--- src/design/lightmap_texel_blend_defines.svh ---
// Assertion macros for the lightmap texel blend block.
// Included by the top level; depends on i_clk and i_rst_n being in scope.
`ifndef LIGHTMAP_TEXEL_BLEND_DEFINES_SVH
`define LIGHTMAP_TEXEL_BLEND_DEFINES_SVH

`ifndef NO_ASSERTIONS

// Checked only while out of reset
`define LTB_ASSERT(label, prop, msg) \
    label: assert property (@(posedge i_clk) disable iff (!i_rst_n) prop) else $error(msg);

// Checked at every edge, reset included
`define LTB_ASSERT_ALWAYS(label, prop, msg) \
    label: assert property (@(posedge i_clk) prop) else $error(msg);

`else

`define LTB_ASSERT(label, prop, msg)
`define LTB_ASSERT_ALWAYS(label, prop, msg)

`endif

`endif

--- src/design/ltb_fifo.sv ---
// Small register-based FIFO used for the command and result queues.
// Depends on nothing; DEPTH must be a power of two.
`default_nettype none

module ltb_fifo #(
    parameter int WIDTH = 8,
    parameter int DEPTH = 4
) (
    input  wire logic             i_clk,
    input  wire logic             i_rst_n,
    input  wire logic             i_push,
    input  wire logic [WIDTH-1:0] i_data,
    input  wire logic             i_pop,
    output logic      [WIDTH-1:0] o_data,
    output logic                  o_full,
    output logic                  o_empty
);

    localparam int Aw = (DEPTH > 1) ? $clog2(DEPTH) : 1;
    localparam int Cw = $clog2(DEPTH + 1);

    logic [WIDTH-1:0] r_mem [DEPTH];
    logic [Aw-1:0]    r_wptr, r_rptr;
    logic [Cw-1:0]    r_count;
    logic             do_push, do_pop;

    assign o_full  = (r_count == Cw'(DEPTH));
    assign o_empty = (r_count == '0);
    assign do_push = i_push && !o_full;
    assign do_pop  = i_pop && !o_empty;
    assign o_data  = r_mem[r_rptr];

    // Pointers and fill count
    always_ff @(posedge i_clk) begin
        if (!i_rst_n) begin
            r_wptr  <= '0;
            r_rptr  <= '0;
            r_count <= '0;
        end else begin
            if (do_push) r_wptr <= r_wptr + Aw'(1);
            if (do_pop)  r_rptr <= r_rptr + Aw'(1);
            r_count <= r_count + Cw'(do_push) - Cw'(do_pop);
        end
    end

    // Storage
    always_ff @(posedge i_clk) begin
        if (do_push) r_mem[r_wptr] <= i_data;
    end

endmodule

`default_nettype wire

--- config.mk ---
export PLATFORM = sky130hd
export DESIGN_NAME = ltb_fifo
export DESIGN_NICKNAME = d
export VERILOG_FILES = /design/src/design/lightmap_texel_blend_defines.svh /design/src/design/ltb_fifo.sv
export SDC_FILE = /design/constraint.sdc
export NUM_CORES = 1
export LEC_CHECK = 0
export BUFFER_PORTS_ARGS = -buffer_cell sky130_fd_sc_hd__buf_2
export CORE_ASPECT_RATIO = 0.75
export CORE_UTILIZATION = 35
export CTS_CLUSTER_DIAMETER = 50
export DETAILED_ROUTE_END_ITERATION = 12
export HOLD_SLACK_MARGIN = 0.06
export PLACE_DENSITY_LB_ADDON = 0.25
export SLEW_MARGIN = 20
export SYNTH_ARGS = -nofsm -noshare
export SYNTH_HDL_FRONTEND = slang
export SYNTH_SLANG_ARGS = --single-unit
--- constraint.sdc ---
create_clock -name i_clk -period 4.6 [get_ports i_clk]
set_input_delay 0.92 -clock i_clk [delete_from_list [all_inputs] [get_ports i_clk]]
set_output_delay 0.92 -clock i_clk [all_outputs]
set_load 0.005 [all_outputs]
==> flow_summary.yaml <==
sta:
  finalCritPeriodShare: 0.5719
  setup_viol: 0
  slew_violations: 0
  tightest_slew_ps: 565.5
  max_freq_ghz: 0.3802
  tns_ps: 0
  skew_ps: 7.741
  hold_viol_final: 0
  fin_crit_ps: 2631
  rsz0062_at_grt: "no"
  max_slew_margin: 0.6225
setup_path:
  r2r_slack_ps: 2250
  critPathKind: "reg2out"
  end_kind: "primary output"
  cp_data_arrival_time_ps: 1710
  r2r_cells: 10
  cp-start-kind: "register"
  reg2reg_to: "r_count[2]"
  crit_family: "flip-flops"
  cp_slowest_cell: "dfxtp_1"
  critPathMaxFanout: 8
  critPathBufInv: 1
  critical_path_required_ps: 3680
  r2r-start: "r_count[2]"
  max_stage_delay_ps: 680
  path_cells: "mux4_2 -> buf_2"
placement:
  portBuffers: 21
  dp_hpwl_um: 1753
  place_congestion: 0.6803
  post-place-cells: 167
synthesis:
  synth.yosys.seq_area_share: 0.6951
  syn_avg_cell_area_um2: 17.65
  yosysTopAreaCellShare: 0.5854
  synth_area_leaders: "edfxtp_1 59%, dfxtp_1 11%, mux4_2 11%, ha_1 4.6%, and2_1 2.7%"
  ys_types: 20
  synth_top_area_cell: "edfxtp_1"
  syn-cell-area_mm2: 0.001642
  ys_seq_elements: 41
  synth_nets: 112
  yosysWarningCount: 0
  synth_cells: 93
clocking:
  cts_num_sinks: 41
  numCtsBuffers: 5
  path_clk_slew_ps: 80
  post_cts_resized: 0
  post-cts-setup-buffers: 0
  hold_buffers: 0
  clkLatencyLatePin_ps: 290
  clockBufferDepth: 2
  cts_tree: "yes"
  cts_root_buf: "clkbuf_8"
  h-tree-depth: 2
power:
  p_per_area_mw_per_mm2: 493.5
  peakVddDrop_mv: 0.1532
  power_leakage_nw: 0.6761
cells_and_area:
  layout_common_cells: "32 x edfxtp_1, 21 x buf_2, 9 x dfxtp_1"
  stdcell_count: 175
  drive_above_1_share: 0.3220
  final_common_cell: "edfxtp_1"
  final.fill_count: 408
  final_nets: 136
  antenna_cells: 0
  syn_to_final_growth_pct: 14.56
floorplanning:
  dieArea_mm2: 0.004971
  die_h_um: 61.31
  core-area_mm2: 0.004493
  io_pins: 22
  initial_utilization: 0.3654
  die_w_um: 81.08
  num_rows: 21
drt:
  finalWirelength_um: 2552
  drc: 0
  dr.pass1.iters: 2
  route.vias.total: 822
  routedWlPerCell_um: 14.58
  ant_nets: 0
  viasPerCell: 4.697
  drt-initial-drc-count: 38
min_path:
  hold_depth: 2
  hp-class: "reg2reg"
  holdCritStartpoint: "r_rptr[1]"
global_route:
  grt_use_met2: 0.1957
  antenna_found_initial: 0
  busiest_layer: "met2"
  use_met3: 0.04148
  grt_max_degree: 14
  met1_usage: 0.1374
  grt_pass1_vias: 844
  grt_first_pass_wirelength_um: 3912
  grt_overflow: 0
  grt.total_usage: 0.1207
run_status:
  status: "complete, no violations"
flow_run:
  drv_cap: 0
cells in the mapped netlist (all sizes together):
cell type	instances
and2	7
buf	2
mux2i	2
nor3b	1
dfxtp	9
inv	6
nor3	1
clkbuf	2
xnor2	2
nand2	6
mux4	8
nor2b	2
ha	6
o21ai	3
or3	1
a21boi	1
edfxtp	32
nand4bb	1
fa	1
through the flow:
step                hold slack, ps  area (µm²)  total power, mW  worst slack [ps]    util
floorplan                    456.0        1642           0.6448              2041       -
global placement             469.5        1794           0.7080              1781  0.3993
detailed placement           491.8        1794           0.7174              1711  0.3993
CTS                          502.9        1881           0.9426              1901  0.4185
global route                 522.6        1881           0.9864              1842  0.4185
finish                       498.2        1881           0.9280              1969  0.4185
power by group:
part           switching (mW)  leakage [nW]  internal (mW)
clock                   0.121        0.0455          0.105
sequential             0.0413         0.367          0.453
combinational          0.0900         0.263          0.118
total                   0.252         0.676          0.676
cell type report:
| type | count | area [µm²] | area share |
|---|---|---|---|
| clock buffers | 5 | 68.82 | 0.03659 |
| multi-input cells | 42 | 454.2 | 0.2415 |
| repair buffers | 21 | 105.1 | 0.05589 |
| flip-flops and latches | 41 | 1141 | 0.6068 |
| clock inverters | 3 | 17.52 | 0.009315 |
| inverters | 6 | 22.52 | 0.01198 |
| well taps | 57 | 71.32 | 0.03792 |
worst max path at each step:
stage / start / endpoint / slack [ps] / cells after the start
final: register / o_data[4] / 1970 / 2
after CTS: register / o_data[4] / 1900 / 2
after detailed placement: i_push / r_count[2] / 1710 / 10
after global routing: register / o_data[4] / 1840 / 2
after global placement: i_push / r_count[2] / 1780 / 10
after floorplan: i_push / r_count[2] / 2040 / 10
worst register-to-register path: stages (launching register included):
cell	delay [ps]
dfxtp_1	340
nor3b_2	170
nor2b_1	360
inv_1	90
ha_1	290
inv_1	40
ha_1	180
fa_1	380
xnor2_1	150
xnor2_1	120
and2_1	140
layer usage:
| metal | vias up | routed length, µm |
|---|---|---|
| met2 | 16 | 1288 |
| met3 | 7 | 124 |
| met1 | 409 | 1078 |
| met4 | 0 | 60 |
| li1 | 390 | - |
| met5 | - | 0 |
state kept, by name, summed over array words and instances, names as in the netlist, named ones only:
name	flops
r_count	3
r_mem	32
r_rptr	2
r_wptr	2
cells by family after synthesis:
logic type,after synthesis,share of synthesized area
compound gates,4,0.01372
simple gates,19,0.07241
buf+inv,10,0.02820
mux,10,0.1220
flops,41,0.6951
xor+xnor,2,0.01067
fa+ha+maj,7,0.05793
(Power assumes the default switching activity.)
