`src/design/lightmap_texel_blend_defines.svh`:
```
// Assertion macros for the lightmap texel blend block.
// Included by the top level; depends on i_clk and i_rst_n being in scope.
`ifndef LIGHTMAP_TEXEL_BLEND_DEFINES_SVH
`define LIGHTMAP_TEXEL_BLEND_DEFINES_SVH

`ifndef NO_ASSERTIONS

// Checked only while out of reset
`define LTB_ASSERT(label, prop, msg) \
    label: assert property (@(posedge i_clk) disable iff (!i_rst_n) prop) else $error(msg);

// Checked at every edge, reset included
`define LTB_ASSERT_ALWAYS(label, prop, msg) \
    label: assert property (@(posedge i_clk) prop) else $error(msg);

`else

`define LTB_ASSERT(label, prop, msg)
`define LTB_ASSERT_ALWAYS(label, prop, msg)

`endif

`endif

```
`src/design/ltb_pkg.sv`:
```
// Shared types and constants for the lightmap texel blend block.
// No dependencies.
`default_nettype none

package ltb_pkg;

    // Table geometry
    localparam int PALETTE_DEPTH     = 256;
    localparam int LIGHTMAP_DEPTH_DF = 512;

    // Queue depths (powers of two)
    localparam int CMD_DEPTH = 4;
    localparam int OUT_DEPTH = 8;

    // Request / command codes
    localparam logic [1:0] REQ_BLEND  = 2'd0;
    localparam logic [1:0] REQ_PAL_WR = 2'd1;
    localparam logic [1:0] REQ_LM_WR  = 2'd2;

    // Configuration register indexes
    localparam logic REG_SOLID    = 1'b0;
    localparam logic REG_XOR_MASK = 1'b1;

    typedef struct packed {
        logic [31:0] solid;
        logic [63:0] xor_mask;
    } t_cfg;

    // Classified command passed from front to back
    typedef struct packed {
        logic [1:0]  op;
        logic [31:0] texel;
        logic [7:0]  tidx;
        logic [7:0]  lidx;
        logic [8:0]  addr;
        logic [63:0] data;
    } t_cmd;

endpackage

`default_nettype wire

```
`src/design/ltb_fifo.sv`:
```
// Small register-based FIFO used for the command and result queues.
// Depends on nothing; DEPTH must be a power of two.
`default_nettype none

module ltb_fifo #(
    parameter int WIDTH = 8,
    parameter int DEPTH = 4
) (
    input  wire logic             i_clk,
    input  wire logic             i_rst_n,
    input  wire logic             i_push,
    input  wire logic [WIDTH-1:0] i_data,
    input  wire logic             i_pop,
    output logic      [WIDTH-1:0] o_data,
    output logic                  o_full,
    output logic                  o_empty
);

    localparam int Aw = (DEPTH > 1) ? $clog2(DEPTH) : 1;
    localparam int Cw = $clog2(DEPTH + 1);

    logic [WIDTH-1:0] r_mem [DEPTH];
    logic [Aw-1:0]    r_wptr, r_rptr;
    logic [Cw-1:0]    r_count;
    logic             do_push, do_pop;

    assign o_full  = (r_count == Cw'(DEPTH));
    assign o_empty = (r_count == '0);
    assign do_push = i_push && !o_full;
    assign do_pop  = i_pop && !o_empty;
    assign o_data  = r_mem[r_rptr];

    // Pointers and fill count
    always_ff @(posedge i_clk) begin
        if (!i_rst_n) begin
            r_wptr  <= '0;
            r_rptr  <= '0;
            r_count <= '0;
        end else begin
            if (do_push) r_wptr <= r_wptr + Aw'(1);
            if (do_pop)  r_rptr <= r_rptr + Aw'(1);
            r_count <= r_count + Cw'(do_push) - Cw'(do_pop);
        end
    end

    // Storage
    always_ff @(posedge i_clk) begin
        if (do_push) r_mem[r_wptr] <= i_data;
    end

endmodule

`default_nettype wire

```
`src/design/ltb_front.sv`:
```
// Front end: accepts requests, drops ones that do nothing, queues commands.
// Depends on ltb_pkg and ltb_fifo.
`default_nettype none

module ltb_front
    import ltb_pkg::*;
#(
    parameter int LIGHTMAP_DEPTH = LIGHTMAP_DEPTH_DF
) (
    input  wire logic        i_clk,
    input  wire logic        i_rst_n,
    input  wire logic        i_push,
    output logic             o_full,
    input  wire logic [1:0]  i_req_type,
    input  wire logic [31:0] i_texel,
    input  wire logic [7:0]  i_texture_index,
    input  wire logic [7:0]  i_lightmap_index,
    input  wire logic [8:0]  i_entry_address,
    input  wire logic [63:0] i_entry_data,
    input  wire logic        i_cmd_pop,
    output t_cmd             o_cmd,
    output logic             o_cmd_empty
);

    logic keep;
    logic cmd_push;
    t_cmd cmd;

    // Classify: out-of-range writes and unknown requests never reach the back end
    always_comb begin
        case (i_req_type)
            REQ_BLEND:  keep = 1'b1;
            REQ_PAL_WR: keep = (32'(i_entry_address) < 32'(PALETTE_DEPTH));
            REQ_LM_WR:  keep = (32'(i_entry_address) < 32'(LIGHTMAP_DEPTH));
            default:    keep = 1'b0;
        endcase
    end

    assign cmd_push = i_push && !o_full && keep;

    assign cmd.op    = i_req_type;
    assign cmd.texel = i_texel;
    assign cmd.tidx  = i_texture_index;
    assign cmd.lidx  = i_lightmap_index;
    assign cmd.addr  = i_entry_address;
    assign cmd.data  = i_entry_data;

    // Command queue between front and back
    ltb_fifo #(
        .WIDTH ($bits(t_cmd)),
        .DEPTH (CMD_DEPTH)
    ) u_cmd_q (
        .i_clk   (i_clk),
        .i_rst_n (i_rst_n),
        .i_push  (cmd_push),
        .i_data  (cmd),
        .i_pop   (i_cmd_pop),
        .o_data  (o_cmd),
        .o_full  (o_full),
        .o_empty (o_cmd_empty)
    );

endmodule

`default_nettype wire

```
`config.mk`:
```
export PLATFORM = sky130hd
export DESIGN_NAME = ltb_front
export DESIGN_NICKNAME = d
export VERILOG_FILES = /design/src/design/lightmap_texel_blend_defines.svh /design/src/design/ltb_pkg.sv /design/src/design/ltb_fifo.sv /design/src/design/ltb_front.sv
export SDC_FILE = /design/constraint.sdc
export NUM_CORES = 1
export LEC_CHECK = 0
export ABC_AREA = 1
export BUFFER_PORTS_ARGS = -buffer_cell sky130_fd_sc_hd__buf_2
export CORE_AREA = 8 8 185 187
export CTS_CLUSTER_DIAMETER = 150
export DETAILED_ROUTE_END_ITERATION = 10
export DIE_AREA = 0 0 193 195
export PLACE_DENSITY = 0.93
export SYNTH_ARGS = -nofsm -noshare
export SYNTH_HDL_FRONTEND = slang
export SYNTH_HIERARCHICAL = 1
export SYNTH_SLANG_ARGS = --single-unit
export TNS_END_PERCENT = 1
```
`constraint.sdc`:
```
create_clock -name i_clk -period 13.5 [get_ports i_clk]
set_input_delay 2.7 -clock i_clk [delete_from_list [all_inputs] [get_ports i_clk]]
set_output_delay 2.7 -clock i_clk [all_outputs]
set_load 0.05 [all_outputs]
```
==> results_dict.tcl, run 1 <==
set metrics [dict create \
    status "finished, final reports clean" \
    wl_um 42400 \
    syn_avg_cell_area_um2 15.16 \
    hpwl_um 24740 \
    final-hold-violation-count 0 \
    yosys_warnings 6 \
    vias 11556 \
    cts_buffers 47 \
    fin_area_mm2 0.02203 \
    drc 0 \
    area_delta_synth_final_pct 15.01 \
    drt-initial-drc-count 1141 \
    grt_pass1_wl_um 64220 \
    place.gp.congestion 0.7429 \
    postCtsSetupBuffers 0 \
    grt_usage 0.2182 \
    startpoint_type "flop" \
    cts.htree.levels 2 \
    clockRootBuffer "clkbuf_16" \
    final_util 0.7053 \
    max-vdd-ir-drop_mv 0.1707 \
    cp.arrival_ns 3.38 \
    first_pass_iters 5 \
    setup_violations 0 \
    ios 252 \
    drv_slew 0 \
    fp.coreArea_mm2 0.03123 \
    grt_pass1_vias 11727 \
    worstPathMaxFanout 143 \
    fin_crit_ns 6.079 \
    cts.sinks 501 \
    endpoint_kind "output port" \
    wl_per_cell_um 21.90 \
    nNetsFinal 1630 \
    synth_area_mm2 0.01915 \
    grt_max_degree 144 \
    via_per_inst 5.969 \
    portBuffers 251 \
    placementRows 65 \
    ant_nets 0 \
    critPathRequiredTime_ns 10.80 \
    cts_hold_repair.buffers 0 \
    clk_latency_ns 0.53 \
    clk_path_buf_depth 3 \
    setup_tns_ns 0 \
    place_area_mm2 0.02046 \
    die_w_um 193 \
    ys_types 22 \
    maxCapViolations 0 \
    fin_skew_ns 0.01202 \
    antenna_found_initial 9 \
    cts_tree "done" \
    cts_resized 0 \
    fin_ws_ns 7.421 \
    leakage_nw 7.654 \
    critical_path.slowest_cell "buf_4" \
    maxSlewHeadroom 0.1954 \
    ys_seq_area_frac 0.7809 \
    min_period_over_period 0.4503 \
    start_util 0.6132 \
    powerDensity_mw_per_mm2 216.6 \
    fmax_ghz 0.1645 \
    hold_class "flop to flop" \
    path_class "flop to output port" \
    grt_overflow_total 0 \
    mappedNetlistNets 1397 \
    cp_cell_sequence "inv_8 -> buf_4 -> nor2_1 -> o22ai_1 -> buf_2" \
    rsz0062_at_grt "false" \
    dieArea_mm2 0.03764 \
    worst_pin_slew_ns 1.207 \
    drive_gt1_frac 0.2739 \
    synth_seq_cells 501 \
    syn_inst 1263 \
    pre_cts_slack_ns 7.720 \
    clk_pin_slew_ns 0.06 \
    die_y_um 195 \
    crit_path_max_incr_delay_ns 0.98 \
]
## power by group
part,total [mW],internal [mW],leakage [nW],switching [mW]
Clock,1.31,0.787,0.764,0.527
Sequential,1.91,1.86,4.54,0.0549
Combinational,1.54,0.324,2.35,1.22
## final timing paths
check | slack [ns] | to | cells past startpoint | startpoint
hold reg to reg | 0.51 | u_cmd_q/r_rptr[0] | 2 | u_cmd_q/r_rptr[0]
setup reg to reg | 9.68 | u_cmd_q/r_mem[3][61] | 9 | u_cmd_q/r_count[1]
hold / removal | 0.51 | u_cmd_q/r_rptr[0] | 2 | u_cmd_q/r_rptr[0]
setup / recovery | 7.42 | o_cmd[0] | 5 | flop
## synthesized netlist by cell type, drive strengths merged
library cell | number | area (um2)
fa | 1 | 20.02
nand2 | 15 | 56.30
clkbuf | 23 | 86.33
inv | 21 | 81.33
nand3 | 4 | 20.02
o22ai | 123 | 1020
dfxtp | 9 | 180.2
buf | 57 | 501.7
edfxtp | 492 | 14770
o21ai | 246 | 1231
ha | 6 | 75.07
nor2 | 261 | 1080
a21oi | 5 | 25.02
## flip-flops by register name (all words and copies together) (netlist names), named ones only
signal	flops
u_cmd_q/r_mem	492
u_cmd_q/r_count	3
u_cmd_q/r_rptr	2
u_cmd_q/r_wptr	2
## critical path, delay by kind of cell, from the launching register on
family / cells / cell delay (ns)
DFF: 1 / 0.47
and+or+nand+nor: 1 / 0.11
buffers and inverters: 3 / 1.90
AOI/OAI and AO/OA: 1 / 0.33
## kinds of logic after synthesis
group           count (synthesis)  synth area share
compound gates                374            0.1188
fa+ha+maj                       7          0.004965
buf+inv                       101           0.03495
flops                         501            0.7809
simple gates                  280           0.06037
## per-stage QoR
step | hold WS, ns | total power [mW] | std cells
floorplan | 0.4481 | 3.169 | 1263
global placement | 0.4614 | 3.445 | 1849
detailed placement | 0.4894 | 3.490 | 1849
CTS | 0.5073 | 4.797 | 1932
global route | 0.5600 | 4.944 | 1935
finish | 0.5101 | 4.772 | 1936
## placed cells by master, fill, tap and decap left out, drive strengths merged
| cell type | netlist | layout |
|---|---|---|
| clkinv | 0 | 15 |
| edfxtp | 492 | 492 |
| a21oi | 5 | 5 |
| nor2 | 261 | 261 |
| buf | 57 | 264 |
| bufinv | 0 | 6 |
| o21ai | 246 | 246 |
| nand3 | 4 | 4 |
| inv | 21 | 22 |
| fa | 1 | 1 |
| clkbuf | 23 | 61 |
| ha | 6 | 6 |
| nand2 | 15 | 15 |
| diode | 0 | 4 |
| dfxtp | 9 | 9 |
| o22ai | 123 | 123 |
## layout make-up
cell class,count,area [um2]
sequential,501,14960
clock inverter,22,260.3
clock buffer,61,1291
fill,1929,9204
antenna,4,10.01
inverter,21,88.84
timing repair buffer,264,1354
multi-input combinational,661,3557
tap,402,503.0
## metal layers
metal / vias to the layer above / GRT usage / part of all wire
met5: - / 0 / 0.0015
met4: 10 / 0.06498 / 0.026
met3: 96 / 0.05542 / 0.089
met2: 536 / 0.3707 / 0.50
met1: 5670 / 0.2732 / 0.38
li1: 5244 / - / -
No activity file was read; power rests on OpenSTA's default activity.
==> inputs of run 2 (changes only) <==
--- a/config.mk
+++ b/config.mk
@@ -7,11 +7,11 @@
 export LEC_CHECK = 0
 export ABC_AREA = 1
 export BUFFER_PORTS_ARGS = -buffer_cell sky130_fd_sc_hd__buf_2
-export CORE_AREA = 8 8 185 187
+export CORE_AREA = 8 8 193 195
 export CTS_CLUSTER_DIAMETER = 150
 export DETAILED_ROUTE_END_ITERATION = 10
-export DIE_AREA = 0 0 193 195
-export PLACE_DENSITY = 0.93
+export DIE_AREA = 0 0 201 203
+export PLACE_DENSITY = 0.87
 export SYNTH_ARGS = -nofsm -noshare
 export SYNTH_HDL_FRONTEND = slang
 export SYNTH_HIERARCHICAL = 1
==> constraint.sdc (replaced) <==
create_clock -name i_clk -period 6.4 [get_ports i_clk]
set_input_delay 1.28 -clock i_clk [delete_from_list [all_inputs] [get_ports i_clk]]
set_output_delay 1.28 -clock i_clk [all_outputs]
set_load 0.05 [all_outputs]
==> results_dict.tcl, run 2 (same netlist as run 1, synthesis figures left out) <==
set metrics [dict create \
    status "finished, final reports clean" \
    powerDensity_mw_per_mm2 449.7 \
    die_w_um 201 \
    portBuffers 251 \
    power_mw 9.898 \
    cts.htree.levels 2 \
    layout_common_cells "edfxtp_1, buf_2, nor2_1" \
    cp.arrival_ns 3.38 \
    setup_violations 0 \
    fin_ws_ns 1.743 \
    clockRootBuffer "clkbuf_16" \
    fin_skew_ns 0.01621 \
    clk_path_buf_depth 3 \
    first_pass_iters 4 \
    cts_hold_repair.buffers 0 \
    drt-initial-drc-count 868 \
    maxSlewHeadroom 0.2659 \
    grt_usage 0.1993 \
    cts_tree "done" \
    critical_path.slowest_cell "inv_8" \
    grt_pass1_vias 11895 \
    largest_reg_flops 492 \
    layoutNonFillerInstCount 1985 \
    wl_per_cell_um 21.39 \
    fin_crit_ns 4.657 \
    min_period_over_period 0.7277 \
    start_util 0.5613 \
    pre_cts_slack_ns 2.320 \
    grt_overflow_total 0 \
    grt_pass1_wl_um 64850 \
    wl_um 42460 \
    layout_commonest_cell "edfxtp_1" \
    ant_nets 0 \
    nNetsFinal 1627 \
    crit_path_max_incr_delay_ns 0.78 \
    cp_cell_sequence "inv_8 -> buf_4 -> o21ai_1 -> o22ai_1 -> buf_2" \
    rsz0062_at_grt "false" \
    cts.sinks 501 \
    path_class "flop to output port" \
    vias 11445 \
    regMostFlops "u_cmd_q/r_mem" \
    fp.coreArea_mm2 0.03412 \
    drive_gt1_frac 0.2685 \
    hpwl_um 23270 \
    via_per_inst 5.766 \
    grt_max_degree 163 \
    ios 252 \
    max-vdd-ir-drop_mv 0.3685 \
    place.gp.congestion 0.7081 \
    final-hold-violation-count 0 \
    endpoint_kind "output port" \
    fmax_ghz 0.2147 \
    placementRows 68 \
    die_y_um 203 \
    cts_buffers 48 \
    drv_slew 0 \
    clk_pin_slew_ns 0.06 \
    startpoint_type "flop" \
    drc 0 \
    critPathRequiredTime_ns 5.12 \
    dieArea_mm2 0.04080 \
    maxCapViolations 0 \
    postCtsSetupBuffers 0 \
    place_inst 1898 \
    worstPathMaxFanout 162 \
    antenna_found_initial 13 \
    area_delta_synth_final_pct 14.94 \
    worst_pin_slew_ns 1.101 \
    clk_latency_ns 0.54 \
    cts_resized 0 \
    leakage_nw 7.586 \
    hold_class "flop to flop" \
    reg.largest.list "u_cmd_q/r_mem x492, u_cmd_q/r_count x3" \
]
run 2: path summary, 6_finish.rpt:
kind	from	to	slack, ns	cells past startpoint
worst max-delay path	flop	o_cmd[76]	1.74	5
worst min register to register	u_cmd_q/r_rptr[0]	u_cmd_q/r_rptr[0]	0.54	2
worst min-delay path	u_cmd_q/r_rptr[0]	u_cmd_q/r_rptr[0]	0.54	2
worst max register to register	u_cmd_q/r_count[1]	u_cmd_q/r_count[2]	3.52	13
run 2: power by group:
group / internal (mW) / switching (mW) / leakage [nW]
clock network: 1.49 / 1.10 / 0.704
logic: 0.693 / 2.54 / 2.34
registers: 3.92 / 0.154 / 4.54
run 2: layout make-up:
cell class	count	area (um2)
Fill cell	2365	12110
Clock buffer	67	1334
Sequential cell	501	14960
Timing Repair Buffer	260	1386
Multi-Input combinational cell	661	3557
Inverter	21	88.84
Antenna cell	3	7.507
Clock inverter	17	106.4
Tap cell	455	569.3
run 2: worst max-delay path, delay by kind of cell, from the launching register on:
kind	cells	cell delay [ns]
flops	1	0.62
compound gates	2	0.35
buf+inv	3	1.64
run 2: through the flow:
step	hold WS, ns	TNS, ns	utilization	cell area [um2]
3_5_place_dp	0.5097	0	0.6027	20560
6_report	0.5431	0	0.6452	22010
3_3_place_gp	0.4752	0	0.6027	20560
2_1_floorplan	0.4481	-537.86	-	19150
4_1_cts	0.5249	0	0.6449	22000
5_1_grt	0.5334	0	0.6452	22010
run 2: routing by layer:
| layer | wire length (um) | part of all wire | global-route usage |
|---|---|---|---|
| met5 | 115 | 0.0027 | 0 |
| met3 | 3662 | 0.086 | 0.05324 |
| met1 | 16950 | 0.40 | 0.2540 |
| met2 | 20960 | 0.49 | 0.3340 |
| met4 | 770 | 0.018 | 0.05650 |
